`src/rtl/sxd_pkg.sv`:
```
// Shared types and constants for the sprite XOR draw block.
package sxd_pkg;

  localparam int DEF_SCREEN_WIDTH  = 64;
  localparam int DEF_SCREEN_HEIGHT = 32;

  localparam int PIX_W    = 64;  // width of the row pixel field
  localparam int SPR_W    = 8;   // pixels in one sprite row
  localparam int COORD_W  = 8;   // raw X and Y register width
  localparam int IDX_W    = 4;   // sprite row offset width
  localparam int IN_DATA_W = 32; // packed input payload, byte aligned

  localparam logic [2:0] SPR_MSB = 3'h7;

  typedef enum logic [1:0] {
    OP_DRAW  = 2'd0,
    OP_READ  = 2'd1,
    OP_CLEAR = 2'd2,
    OP_NOP   = 2'd3
  } sxd_op_t;

  typedef enum logic {
    ST_IDLE,
    ST_EXEC
  } sxd_state_t;

  typedef struct packed {
    logic capture;  // latch the beat and launch the framebuffer read
    logic commit;   // write back, update flag, load result register
  } sxd_cmd_t;

  typedef struct packed {
    logic slot_free;  // result register empty or being drained
  } sxd_status_t;

endpackage

```
`src/rtl/sxd_ctrl.sv`:
```
// Controller state machine: sequences capture and read-modify-write commit.
module sxd_ctrl
  import sxd_pkg::*;
(
  input  logic        clk,
  input  logic        rst_n,
  input  logic        in_tvalid,
  output logic        in_tready,
  input  sxd_status_t status,
  output sxd_cmd_t    cmd
);

  sxd_state_t state_r, state_nxt;

  always_ff @(posedge clk) begin
    if (!rst_n) begin
      state_r <= ST_IDLE;
    end else begin
      state_r <= state_nxt;
    end
  end

  always_comb begin
    state_nxt   = state_r;
    cmd.capture = 1'b0;
    cmd.commit  = 1'b0;
    in_tready   = 1'b0;
    unique case (state_r)
      ST_IDLE: begin
        in_tready = 1'b1;
        if (in_tvalid) begin
          cmd.capture = 1'b1;
          state_nxt   = ST_EXEC;
        end
      end
      ST_EXEC: begin
        // hold until the result register can take the beat
        if (status.slot_free) begin
          cmd.commit = 1'b1;
          state_nxt  = ST_IDLE;
        end
      end
      default: state_nxt = ST_IDLE;
    endcase
  end

endmodule

```
`src/rtl/sxd_datapath.sv`:
```
// Datapath: framebuffer memory, sprite mask, collision flag and result register.
module sxd_datapath
  import sxd_pkg::*;
#(
  parameter int SCREEN_WIDTH  = DEF_SCREEN_WIDTH,
  parameter int SCREEN_HEIGHT = DEF_SCREEN_HEIGHT
) (
  input  logic               clk,
  input  logic               rst_n,
  input  sxd_cmd_t           cmd,
  output sxd_status_t        status,
  input  sxd_op_t            opcode,
  input  logic [COORD_W-1:0] x_value,
  input  logic [COORD_W-1:0] y_value,
  input  logic [IDX_W-1:0]   row_index,
  input  logic [SPR_W-1:0]   sprite_row,
  input  logic               first_row,
  input  logic               last_row,
  output logic               out_valid,
  input  logic               out_ready,
  output logic               out_collision,
  output logic               out_sprite_done,
  output logic [PIX_W-1:0]   out_row_pixels
);

  localparam int CW   = $clog2(SCREEN_WIDTH);
  localparam int AW   = $clog2(SCREEN_HEIGHT);
  localparam int SW   = AW + 1;
  localparam int MW   = SCREEN_WIDTH + SPR_W;
  localparam int LUTN = 2 ** COORD_W;

  // constant tables for the modulo reductions
  logic [CW-1:0] xmod_lut [LUTN];
  logic [AW-1:0] ymod_lut [LUTN];

  for (genvar i = 0; i < LUTN; i++) begin : g_lut
    assign xmod_lut[i] = CW'(i % SCREEN_WIDTH);
    assign ymod_lut[i] = AW'(i % SCREEN_HEIGHT);
  end

  logic [SCREEN_WIDTH-1:0]  mem [SCREEN_HEIGHT];
  logic [SCREEN_HEIGHT-1:0] row_valid_r;

  sxd_op_t                 op_r;
  logic [SCREEN_WIDTH-1:0] mask_r;
  logic [AW-1:0]           addr_r;
  logic                    clip_r;
  logic                    first_r;
  logic                    last_r;
  logic [SCREEN_WIDTH-1:0] rd_data_r;
  logic                    rd_valid_r;

  logic                    flag_r, flag_nxt;
  logic                    out_valid_r;
  logic                    out_collision_r;
  logic                    out_done_r;
  logic [PIX_W-1:0]        out_pix_r;

  // capture-side logic
  logic [CW-1:0]           xmod;
  logic [AW-1:0]           ymod;
  logic [SW-1:0]           row_sum;
  logic                    clip;
  logic [AW-1:0]           rd_addr;
  logic [SPR_W-1:0]        rev;
  logic [MW-1:0]           mask_wide;
  logic [SCREEN_WIDTH-1:0] mask_nxt;

  always_comb begin
    xmod    = xmod_lut[x_value];
    ymod    = ymod_lut[y_value];
    row_sum = SW'(ymod) + SW'(row_index);
    clip    = (row_sum >= SW'(SCREEN_HEIGHT));
    if (opcode == OP_READ) begin
      rd_addr = ymod;
    end else if (clip) begin
      rd_addr = '0;
    end else begin
      rd_addr = row_sum[AW-1:0];
    end
    // sprite MSB is the leftmost pixel, i.e. the lowest column
    for (int b = 0; b < SPR_W; b++) begin
      rev[b] = sprite_row[3'(SPR_MSB - 3'(b))];
    end
    mask_wide = MW'(rev) << xmod;
    mask_nxt  = clip ? '0 : mask_wide[SCREEN_WIDTH-1:0];
  end

  always_ff @(posedge clk) begin
    if (cmd.capture) begin
      op_r       <= opcode;
      mask_r     <= mask_nxt;
      addr_r     <= rd_addr;
      clip_r     <= clip;
      first_r    <= first_row;
      last_r     <= last_row;
      rd_data_r  <= mem[rd_addr];
      rd_valid_r <= row_valid_r[rd_addr];
    end
  end

  // execute-side logic
  logic [SCREEN_WIDTH-1:0] cur_row;
  logic [SCREEN_WIDTH-1:0] new_row;
  logic                    hit;
  logic                    wr_en;
  logic                    done_nxt;
  logic [PIX_W-1:0]        pix_nxt;

  always_comb begin
    cur_row  = rd_valid_r ? rd_data_r : '0;
    new_row  = cur_row ^ mask_r;
    hit      = |(cur_row & mask_r);
    flag_nxt = flag_r;
    done_nxt = 1'b0;
    pix_nxt  = '0;
    wr_en    = 1'b0;
    unique case (op_r)
      OP_DRAW: begin
        flag_nxt = (flag_r & ~first_r) | hit;
        done_nxt = last_r;
        wr_en    = ~clip_r;
      end
      OP_READ:  pix_nxt = PIX_W'(cur_row);
      OP_CLEAR: begin
        flag_nxt = 1'b0;
        done_nxt = 1'b1;
      end
      OP_NOP:   flag_nxt = flag_r;
      default:  flag_nxt = flag_r;
    endcase
  end

  always_ff @(posedge clk) begin
    if (cmd.commit && wr_en) begin
      mem[addr_r] <= new_row;
    end
  end

  always_ff @(posedge clk) begin
    if (!rst_n) begin
      row_valid_r <= '0;
      flag_r      <= 1'b0;
      out_valid_r <= 1'b0;
    end else begin
      if (cmd.commit && wr_en) begin
        row_valid_r[addr_r] <= 1'b1;
      end
      if (cmd.commit) begin
        flag_r      <= flag_nxt;
        out_valid_r <= 1'b1;
      end else if (out_ready) begin
        out_valid_r <= 1'b0;
      end
    end
  end

  always_ff @(posedge clk) begin
    if (cmd.commit) begin
      out_collision_r <= flag_nxt;
      out_done_r      <= done_nxt;
      out_pix_r       <= pix_nxt;
    end
  end

  assign status.slot_free = ~out_valid_r | out_ready;
  assign out_valid        = out_valid_r;
  assign out_collision    = out_collision_r;
  assign out_sprite_done  = out_done_r;
  assign out_row_pixels   = out_pix_r;

endmodule

```
`src/rtl/sprite_xor_draw_collision.sv`:
```
// Path: an accepted input beat is latched into the capture registers and is then
//   committed to the output register, later while a stalled result still holds it.
// The next input beat is not accepted until the current item commits; the
//   read-modify-write of one framebuffer row uses a single memory port with registered read data.
// A result waiting in the output register does not block the next accept.
// Reset: synchronous, active low; per-row valid bits blank the whole
//   framebuffer at once, the collision flag and the result register clear.
module sprite_xor_draw_collision
  import sxd_pkg::*;
#(
  parameter int SCREEN_WIDTH  = DEF_SCREEN_WIDTH,
  parameter int SCREEN_HEIGHT = DEF_SCREEN_HEIGHT
) (
  input  logic                 clk,
  input  logic                 rst_n,
  input  logic                 in_tvalid,
  output logic                 in_tready,
  input  logic [IN_DATA_W-1:0] in_tdata,   // x_value, y_value, row_index, sprite_row, pad
  input  logic [2:0]           in_tuser,   // opcode, first_row
  input  logic                 in_tlast,   // last_row
  output logic                 out_tvalid,
  input  logic                 out_tready,
  output logic [PIX_W-1:0]     out_tdata,  // row_pixels
  output logic                 out_tuser,  // collision
  output logic                 out_tlast   // sprite_done
);

  sxd_cmd_t    cmd;
  sxd_status_t status;

  sxd_ctrl u_ctrl (
    .clk       (clk),
    .rst_n     (rst_n),
    .in_tvalid (in_tvalid),
    .in_tready (in_tready),
    .status    (status),
    .cmd       (cmd)
  );

  sxd_datapath #(
    .SCREEN_WIDTH  (SCREEN_WIDTH),
    .SCREEN_HEIGHT (SCREEN_HEIGHT)
  ) u_dp (
    .clk             (clk),
    .rst_n           (rst_n),
    .cmd             (cmd),
    .status          (status),
    .opcode          (sxd_op_t'(in_tuser[1:0])),
    .x_value         (in_tdata[7:0]),
    .y_value         (in_tdata[15:8]),
    .row_index       (in_tdata[19:16]),
    .sprite_row      (in_tdata[27:20]),
    .first_row       (in_tuser[2]),
    .last_row        (in_tlast),
    .out_valid       (out_tvalid),
    .out_ready       (out_tready),
    .out_collision   (out_tuser),
    .out_sprite_done (out_tlast),
    .out_row_pixels  (out_tdata)
  );

endmodule

```
`config.mk`:
```
export PLATFORM = sky130hd
export DESIGN_NAME = sprite_xor_draw_collision
export DESIGN_NICKNAME = d
export VERILOG_FILES = /design/src/rtl/sxd_pkg.sv /design/src/rtl/sxd_ctrl.sv /design/src/rtl/sxd_datapath.sv /design/src/rtl/sprite_xor_draw_collision.sv
export SDC_FILE = /design/constraint.sdc
export NUM_CORES = 2
export LEC_CHECK = 0
export BUFFER_PORTS_ARGS = -buffer_cell sky130_fd_sc_hd__buf_4
export CAP_MARGIN = 20
export CORE_MARGIN = 8
export CORE_UTILIZATION = 68
export CTS_BUF_LIST = sky130_fd_sc_hd__clkbuf_4 sky130_fd_sc_hd__clkbuf_8 sky130_fd_sc_hd__clkbuf_16
export DETAILED_ROUTE_END_ITERATION = 6
export PLACE_DENSITY_LB_ADDON = 0.05
export SLEW_MARGIN = 10
export SYNTH_ARGS = -nofsm -noshare
export SYNTH_HDL_FRONTEND = slang
export SYNTH_SLANG_ARGS = --single-unit
```
`constraint.sdc`:
```
create_clock -name clk -period 15.1 [get_ports clk]
set_input_delay 2.265 -clock clk [delete_from_list [all_inputs] [get_ports clk]]
set_output_delay 2.265 -clock clk [all_outputs]
set_load 0.1 [all_outputs]
```
## Yosys cells after proc, flatten, opt, wreduce, memory -nomap -nowiden

Memories as Yosys holds them, arrays and structs flattened. A register that Yosys moved wholly into a read port is not among the register bits.
Cells that the tools add are included.

| word-level totals | value |
|---|---|
| register bits | 176 |
| input bits | 40 |
| bits in read-only memories | 2,816 |
| output and inout port bits | 68 |
| latch bits | 0 |
| bits in writable memories | 2,048 |
| memories | 3 |
| word-level logic and storage cells | 70 |

Memory list:

| memory | words | bits a word | read ports | clocked after Yosys merged registers in | wr ports | line | text |
|---|---|---|---|---|---|---|---|
| u_dp.mem | 32 | 64 | 1 | 1 | 1 | sxd_datapath.sv:41 | `logic [SCREEN_WIDTH-1:0] mem [SCREEN_HEIGHT];` |
| (name not given) | 256 | 6 | 1 | 0 | 0 | sxd_datapath.sv:70 | `xmod = xmod_lut[x_value];` |
| (name not given) | 256 | 5 | 1 | 0 | 0 | sxd_datapath.sv:71 | `ymod = ymod_lut[y_value];` |

| operators by class | value |
|---|---|
| $add $sub $neg | 1 |
| bitwise operators | 12 |
| reductions and logical operators | 5 |
| equality and inequality tests | 3 |
| multiply operators | 0 |
| magnitude comparators | 6 |
| muxes and demuxes | 25 |
| shifts and indexed selects | 1 |
| divide/modulo/power cells | 0 |

Operators by type and width:

| operator | count |
|---|---|
| $and 64x64->64 | 1 |
| $mux 64 | 1 |
| $reduce_or 64->1 | 1 |
| $shl 8x6->64 | 1 |
| $xor 64x64->64 | 1 |
| $or 32x32->32 | 1 |
| $mux 5 | 4 |
| $ge 9x9->1 const B | 2 |
| $not 8->9 | 2 |
| $mux 1 | 13 |
| $lt 5x6->1 const B | 2 |
| $mux 6 | 2 |
| $add 5x4->6 | 1 |
| $ge 6x6->1 const B | 1 |
| $pmux 1 s2 | 3 |
| $bmux 1 s5 | 1 |
| $demux 1 s5 | 1 |
| $ge 5x1->1 const B | 1 |
| $eq 2x1->1 const B | 2 |
| $not 1->1 | 4 |
| $eq 2x2->1 const B | 1 |
| $logic_and 1x1->1 | 2 |
| $logic_not 2->1 | 1 |
| $or 1x1->1 | 2 |
| 2 further kinds | 2 |

## Logic depth before layout (Yosys ltp)

| logic depth | value |
|---|---|
| depth in word-level cells | 10 |
| mapped depth | 14 |
| depth with buffers taken out | 12 |

## Modules after synthesis

Synthesis repeated with hierarchy kept, for this count alone.

| second synthesis, totals | value |
|---|---|
| cell total of the unflattened synthesis | 6,268 |
| area total of the unflattened synthesis | 90,241.5 um^2 |

Modules (own cells, without submodules):

| module | seq. area each (um^2) | cells an instance | times used | area each (um^2) |
|---|---|---|---|---|
| sxd_datapath | 68,335.5 | 6,262 | 1 | 90,191.5 |
| sxd_ctrl | 20.0 | 6 | 1 | 50.0 |

## Least setup slack after synthesis

No wires, ideal clock.

| timing | value |
|---|---|
| path type | input to register |
| start | input port out_tready |
| end | memory u_dp.mem[19][0] in the netlist's numbering, enable pin |
| path buffers | 0 |
| slack | 6.118 ns |
| data required time | 14.612 ns |
| cell stages on the path | 6 |
| library setup time | 0.488 ns |
| arrival | 8.494 ns |
| path through | nor2b_1 nor2_1 nand2_1 nor2_1 nand3b_1 nor2_1 |

RTL lines:

| item | line | text |
|---|---|---|
| start, declared | sprite_xor_draw_collision.sv:22 | `input logic out_tready,` |
| end, declared | sxd_datapath.sv:41 |  |

## Worst setup path in the final report

| timing | value |
|---|---|
| start | input port in_tdata[10] |
| end | register u_dp.rd_data_r[1] (read register of u_dp.mem), data pin |

| on the way | value |
|---|---|
| longest elaborated chain between the ends | 8 |

RTL lines:

| item | line | text |
|---|---|---|
| start, declared | sprite_xor_draw_collision.sv:18 | `input logic [IN_DATA_W-1:0] in_tdata,` |
| $not 8->9 (implied by the code) (*) | sxd_datapath.sv:71 |  |
| $mem_v2 256x5 (*) | n/a |  |
| $mux 5 (implied by the code) (*) (2 in a row) | sxd_datapath.sv:71 |  |
| $add 5x4->6 | sxd_datapath.sv:72 | `row_sum = SW'(ymod) + SW'(row_index);` |
| $ge 6x6->1 | sxd_datapath.sv:73 | `clip = (row_sum >= SW'(SCREEN_HEIGHT));` |
| $mux 5 | sxd_datapath.sv:76 | `end else if (clip) begin` |
| $mux 5 (*) | sxd_datapath.sv:74 | `if (opcode == OP_READ) begin` |
| end, declared | sxd_datapath.sv:50 | `logic [SCREEN_WIDTH-1:0] rd_data_r;` |

Mark *: on every way between the ends. The rest lies on a longest branch, timed or not. The select of a mux whose other input is x is not followed.
A chain may end at the register's enable or synchronous reset.

==> metrics.md <==
| Metric | Value |
|---|---|
| Routed wire length per instance | 31.2 um |
| Post-CTS repair timing setup buffer count | 0 |
| Critical setup path kind | in2reg |
| Netlist Area Pre-Place | about 0.091 mm2 |
| Initial standard-cell utilization of the core | about two thirds |
| Layout cell share with drive strength beyond 1 | between 10% and 20% |
| Clk pwr share | around a third |
| Vias in the first global route | 53307 |
| Post-cts resize count | 0 |
| CP top delay family | buffers and inverters |
| Critical path endpoint category | register |
| Die boundary height | 381 um |
| Number of endpoints with negative hold slack in the final report | 0 |
| Final Cycle Share | 52.6% |
| Worst hold path type | reg2reg |
| Initial antenna violation count | 13 |
| Clock tree from TritonCTS | yes |
| Post-Place Setup Slack | 6490 ps |
| Worst setup path startpoint | in_tdata[10] |
| Cell at the root of the clock tree | clkbuf_16 |
| Fraction of synthesized cell area taken by the top area cell type | 74.7% |
| Overall routed net length | 258 mm |
| Grt total ovfl | 0 |
| Commonest cells after routing, fill and taps aside | edfxtp_1 (2253), nand2_1 (1456), a21oi_1 (361) |
| Number of synthesized flops with an enable pin | 2253 |
| Site Rows | 134 |
| Post-route minimum period | approximately 7900 ps |
| Core outline area | approximately 0.13 mm2 |
| Die Outline Area | approximately 0.15 mm2 |
| Fraction of registers with async set/reset | 0% |
| DP HPWL | 135 mm |
| Maximum number of pins on one net before global-route repair | about 220 |
| Port buffer count | 98 |
| Launch point of the worst hold path | u_dp.row_valid_r[1] |
| CTS HTree Levels | 4 |
| Via count | 57125 |
| Synth area leaders | edfxtp_1 (75%), nand2_1 (6.0%), a21oi_1 (2.0%) |
| Synth unique cells | 68 |
| Inserted Clock Buffers | 216 |
| Switching share of total power | 26.6% |
| Ordered cell list for the critical path | buf_4 -> ha_1 -> o21ai_2 -> o2111ai_4 -> buf_4 -> and2_4 -> buf_4 -> buf_4 -> buf_4 -> buf_4 -> nand2_1 -> and3_1 -> a311oi_1 -> a31oi_1 -> o2111ai_1 |
| Count of state elements after synthesis | between 2000 and 2500 |
| Power density over cell area | roughly 150 mW/mm2 |
| Library cell with the largest summed area after synthesis | edfxtp_1 |
| Worst stage delay on the critical path | 840 ps |
| Result of the run | completed |
| Worst Setup Start Kind | primary input |
| Synthesized Nets | 6387 |
| CTS sink cnt | 2288 |
| Startpoint of the worst register-to-register path | u_dp.op_r[1] |
| Wire length of the first global-routing pass | 365 mm |
| Lkg Pwr | about 34 nW |
| Area added between synthesis and finish | 10.4% |
| Number of warnings printed during yosys synthesis | 0 |
| Final #Nets | 6426 |
| Clock latency of the later-clocked register in the worst-skew pair | 830 ps |
| Overall power after layout | 15.0 mW |
| Clock skew after layout | 26.4 ps |
| Post-Synthesis Mean Instance Area | about 14 um2 |
| Power dissipated by switching net loads | around 4 mW |
| Post-route setup TNS | 0 ps |
| Worst endpoint data arrival time | 8600 ps |
| Tightest Pin Transition | 1210 ps |
| Critical path buffer and inverter count | 6 |
| Flip-flop cell with the highest count after synthesis | edfxtp_1 |
| TritonRoute pass-1 iters | 6 |
| Total DRC errors in the routed layout | 0 |
| Most used cell, CP | buf_4 |
| CTS clock-pin slew for the worst setup and hold paths | ~60 ps |
| Worst-path cell with the longest stage delay | buf_4 |
| Most common library cell in the layout ignoring fill and taps | edfxtp_1 |
| Post-synthesis sequential area ratio | 75.5% |
| Final Max Slew Viols | 0 |
| Achievable clock frequency | 126 MHz |
| Req. time, crit path | between 15000 and 20000 ps |
| Synthesized netlist cell count | 6278 |
| Largest vdd supply drop | between 0.0001 and 0.00015 V |
| Final antenna-violating net count | 0 |
| Logic gate share of total power | 14.8% |
| Placer's final routability congestion estimate | 0.954 |
| Count of pins on the block boundary | 108 |
| CTS max path bufs | 3 |
| Portion of total power attributed to sequential cells | 49.9% |
| Setup slack of the critical path after layout | 7150 ps |
| Number of maximum-capacitance violations | 0 |
| Post-detailed-route via-to-cell ratio | 6.91 |
| Horizontal die dimension | 381 um |
| Hold buffer count at cts | 0 |
| Setup repair after global routing missed its margin | false |
| Number of setup violations in the final report | 0 |
| Slew Limit Headroom | 19.0% |
| GR Util All Layers | 34.6% |
| CP Max Fanout | just over 80 |
| Iter 0 DRT Violations | a little under 10000 |
| Internal | approximately 11 mW |
-- power groups by stage --
stage / registers, mW / logic, mW / clock network [mW]
6_report: 7.47 / 2.21 / 5.29
2_1_floorplan: 7.65 / 1.35 / 0
4_1_cts: 7.46 / 2.13 / 5.30
5_1_grt: 7.47 / 2.33 / 5.55
3_5_place_dp: 7.60 / 2.12 / 0
3_3_place_gp: 7.59 / 2.07 / 0
-- logic make-up after synthesis --
group	share of synthesized area, %
xor gates and xnor gates	0.00968
and+or+nand+nor	10.5
DFF	75.5
buffers and inverters	2.47
adders and majority gates	0.962
AOI/OAI and AO/OA	8.67
muxes	1.85
-- final timing paths --
kind,to,slack (ps),cells past startpoint
min reg2reg,u_dp.row_valid_r[1],460,1
max,u_dp.rd_data_r[1],7150,15
max reg2reg,u_dp.mem[3][31],10740,7
min,u_dp.row_valid_r[1],460,1
-- cells in the mapped netlist (all sizes together), types with 2 or more instances --
cell type / number
a211oi: 29
and3b: 3
nor2: 112
and3: 116
nand3b: 4
edfxtp: 2253
a21oi: 362
a31oi: 122
nand2b: 5
dfxtp: 35
ha: 68
mux2i: 162
nand3: 275
a311oi: 27
and2: 137
o21a: 35
clkinv: 3
a22oi: 172
mux2: 5
o2111ai: 88
a32oi: 104
nand4: 38
buf: 267
a221oi: 81
o22ai: 2
a32o: 26
clkbuf: 154
or3: 6
o211ai: 30
nor2b: 10
nand2: 1456
inv: 13
nor3: 11
or2: 5
nor4: 21
o21ai: 30
-- metrics by stage --
step | hold WS (ps) | instances | util, % | cell area [um2]
after floorplan | 433 | 6278 | - | 90500
after detailed placement | 450 | 7859 | 69.9 | 92900
after global routing | 476 | 8267 | 75.3 | 100000
after CTS | 464 | 8259 | 75.2 | 99800
final | 464 | 8270 | 75.3 | 100000
after global placement | 439 | 7853 | 69.8 | 92700
-- sequential cells by signal, summed over array words and instances (netlist names), 2 cells and up --
register / count
u_dp.mem: 2048
u_dp.mask_r: 64
u_dp.out_row_pixels: 64
u_dp.rd_data_r: 64
u_dp.row_valid_r: 32
u_dp.addr_r: 5
u_dp.op_r: 2
-- worst reg2reg max path, cell delays in order, from the launching register on --
cell and delay [ps]:
edfxtp_1 590, nor3_1 350, nand2_1 100, nor2_1 390, nand2_1 360, nor2_4 880, buf_4 630, buf_4 660
-- area by class of cell --
| type | count | area (um2) |
|---|---|---|
| sequential | 2288 | 68400 |
| fill | 7964 | 32800 |
| multi-input combinational | 3553 | 20300 |
| clock buffer | 294 | 6110 |
| tap | 1768 | 2210 |
| timing repair buffer | 242 | 2090 |
| clock inverter | 106 | 831 |
| inverter | 16 | 88.8 |
| antenna | 3 | 7.51 |
-- routing by layer --
metal / vias up / global-route usage, % / share of wire (%)
met5: - / 0 / 0.022
met4: 10 / 14.7 / 4.8
met3: 740 / 8.79 / 15
met2: 4345 / 51.3 / 44
met1: 28072 / 49.3 / 36
li1: 23958 / - / -
Note: power is estimated with default switching activity, not from simulation.
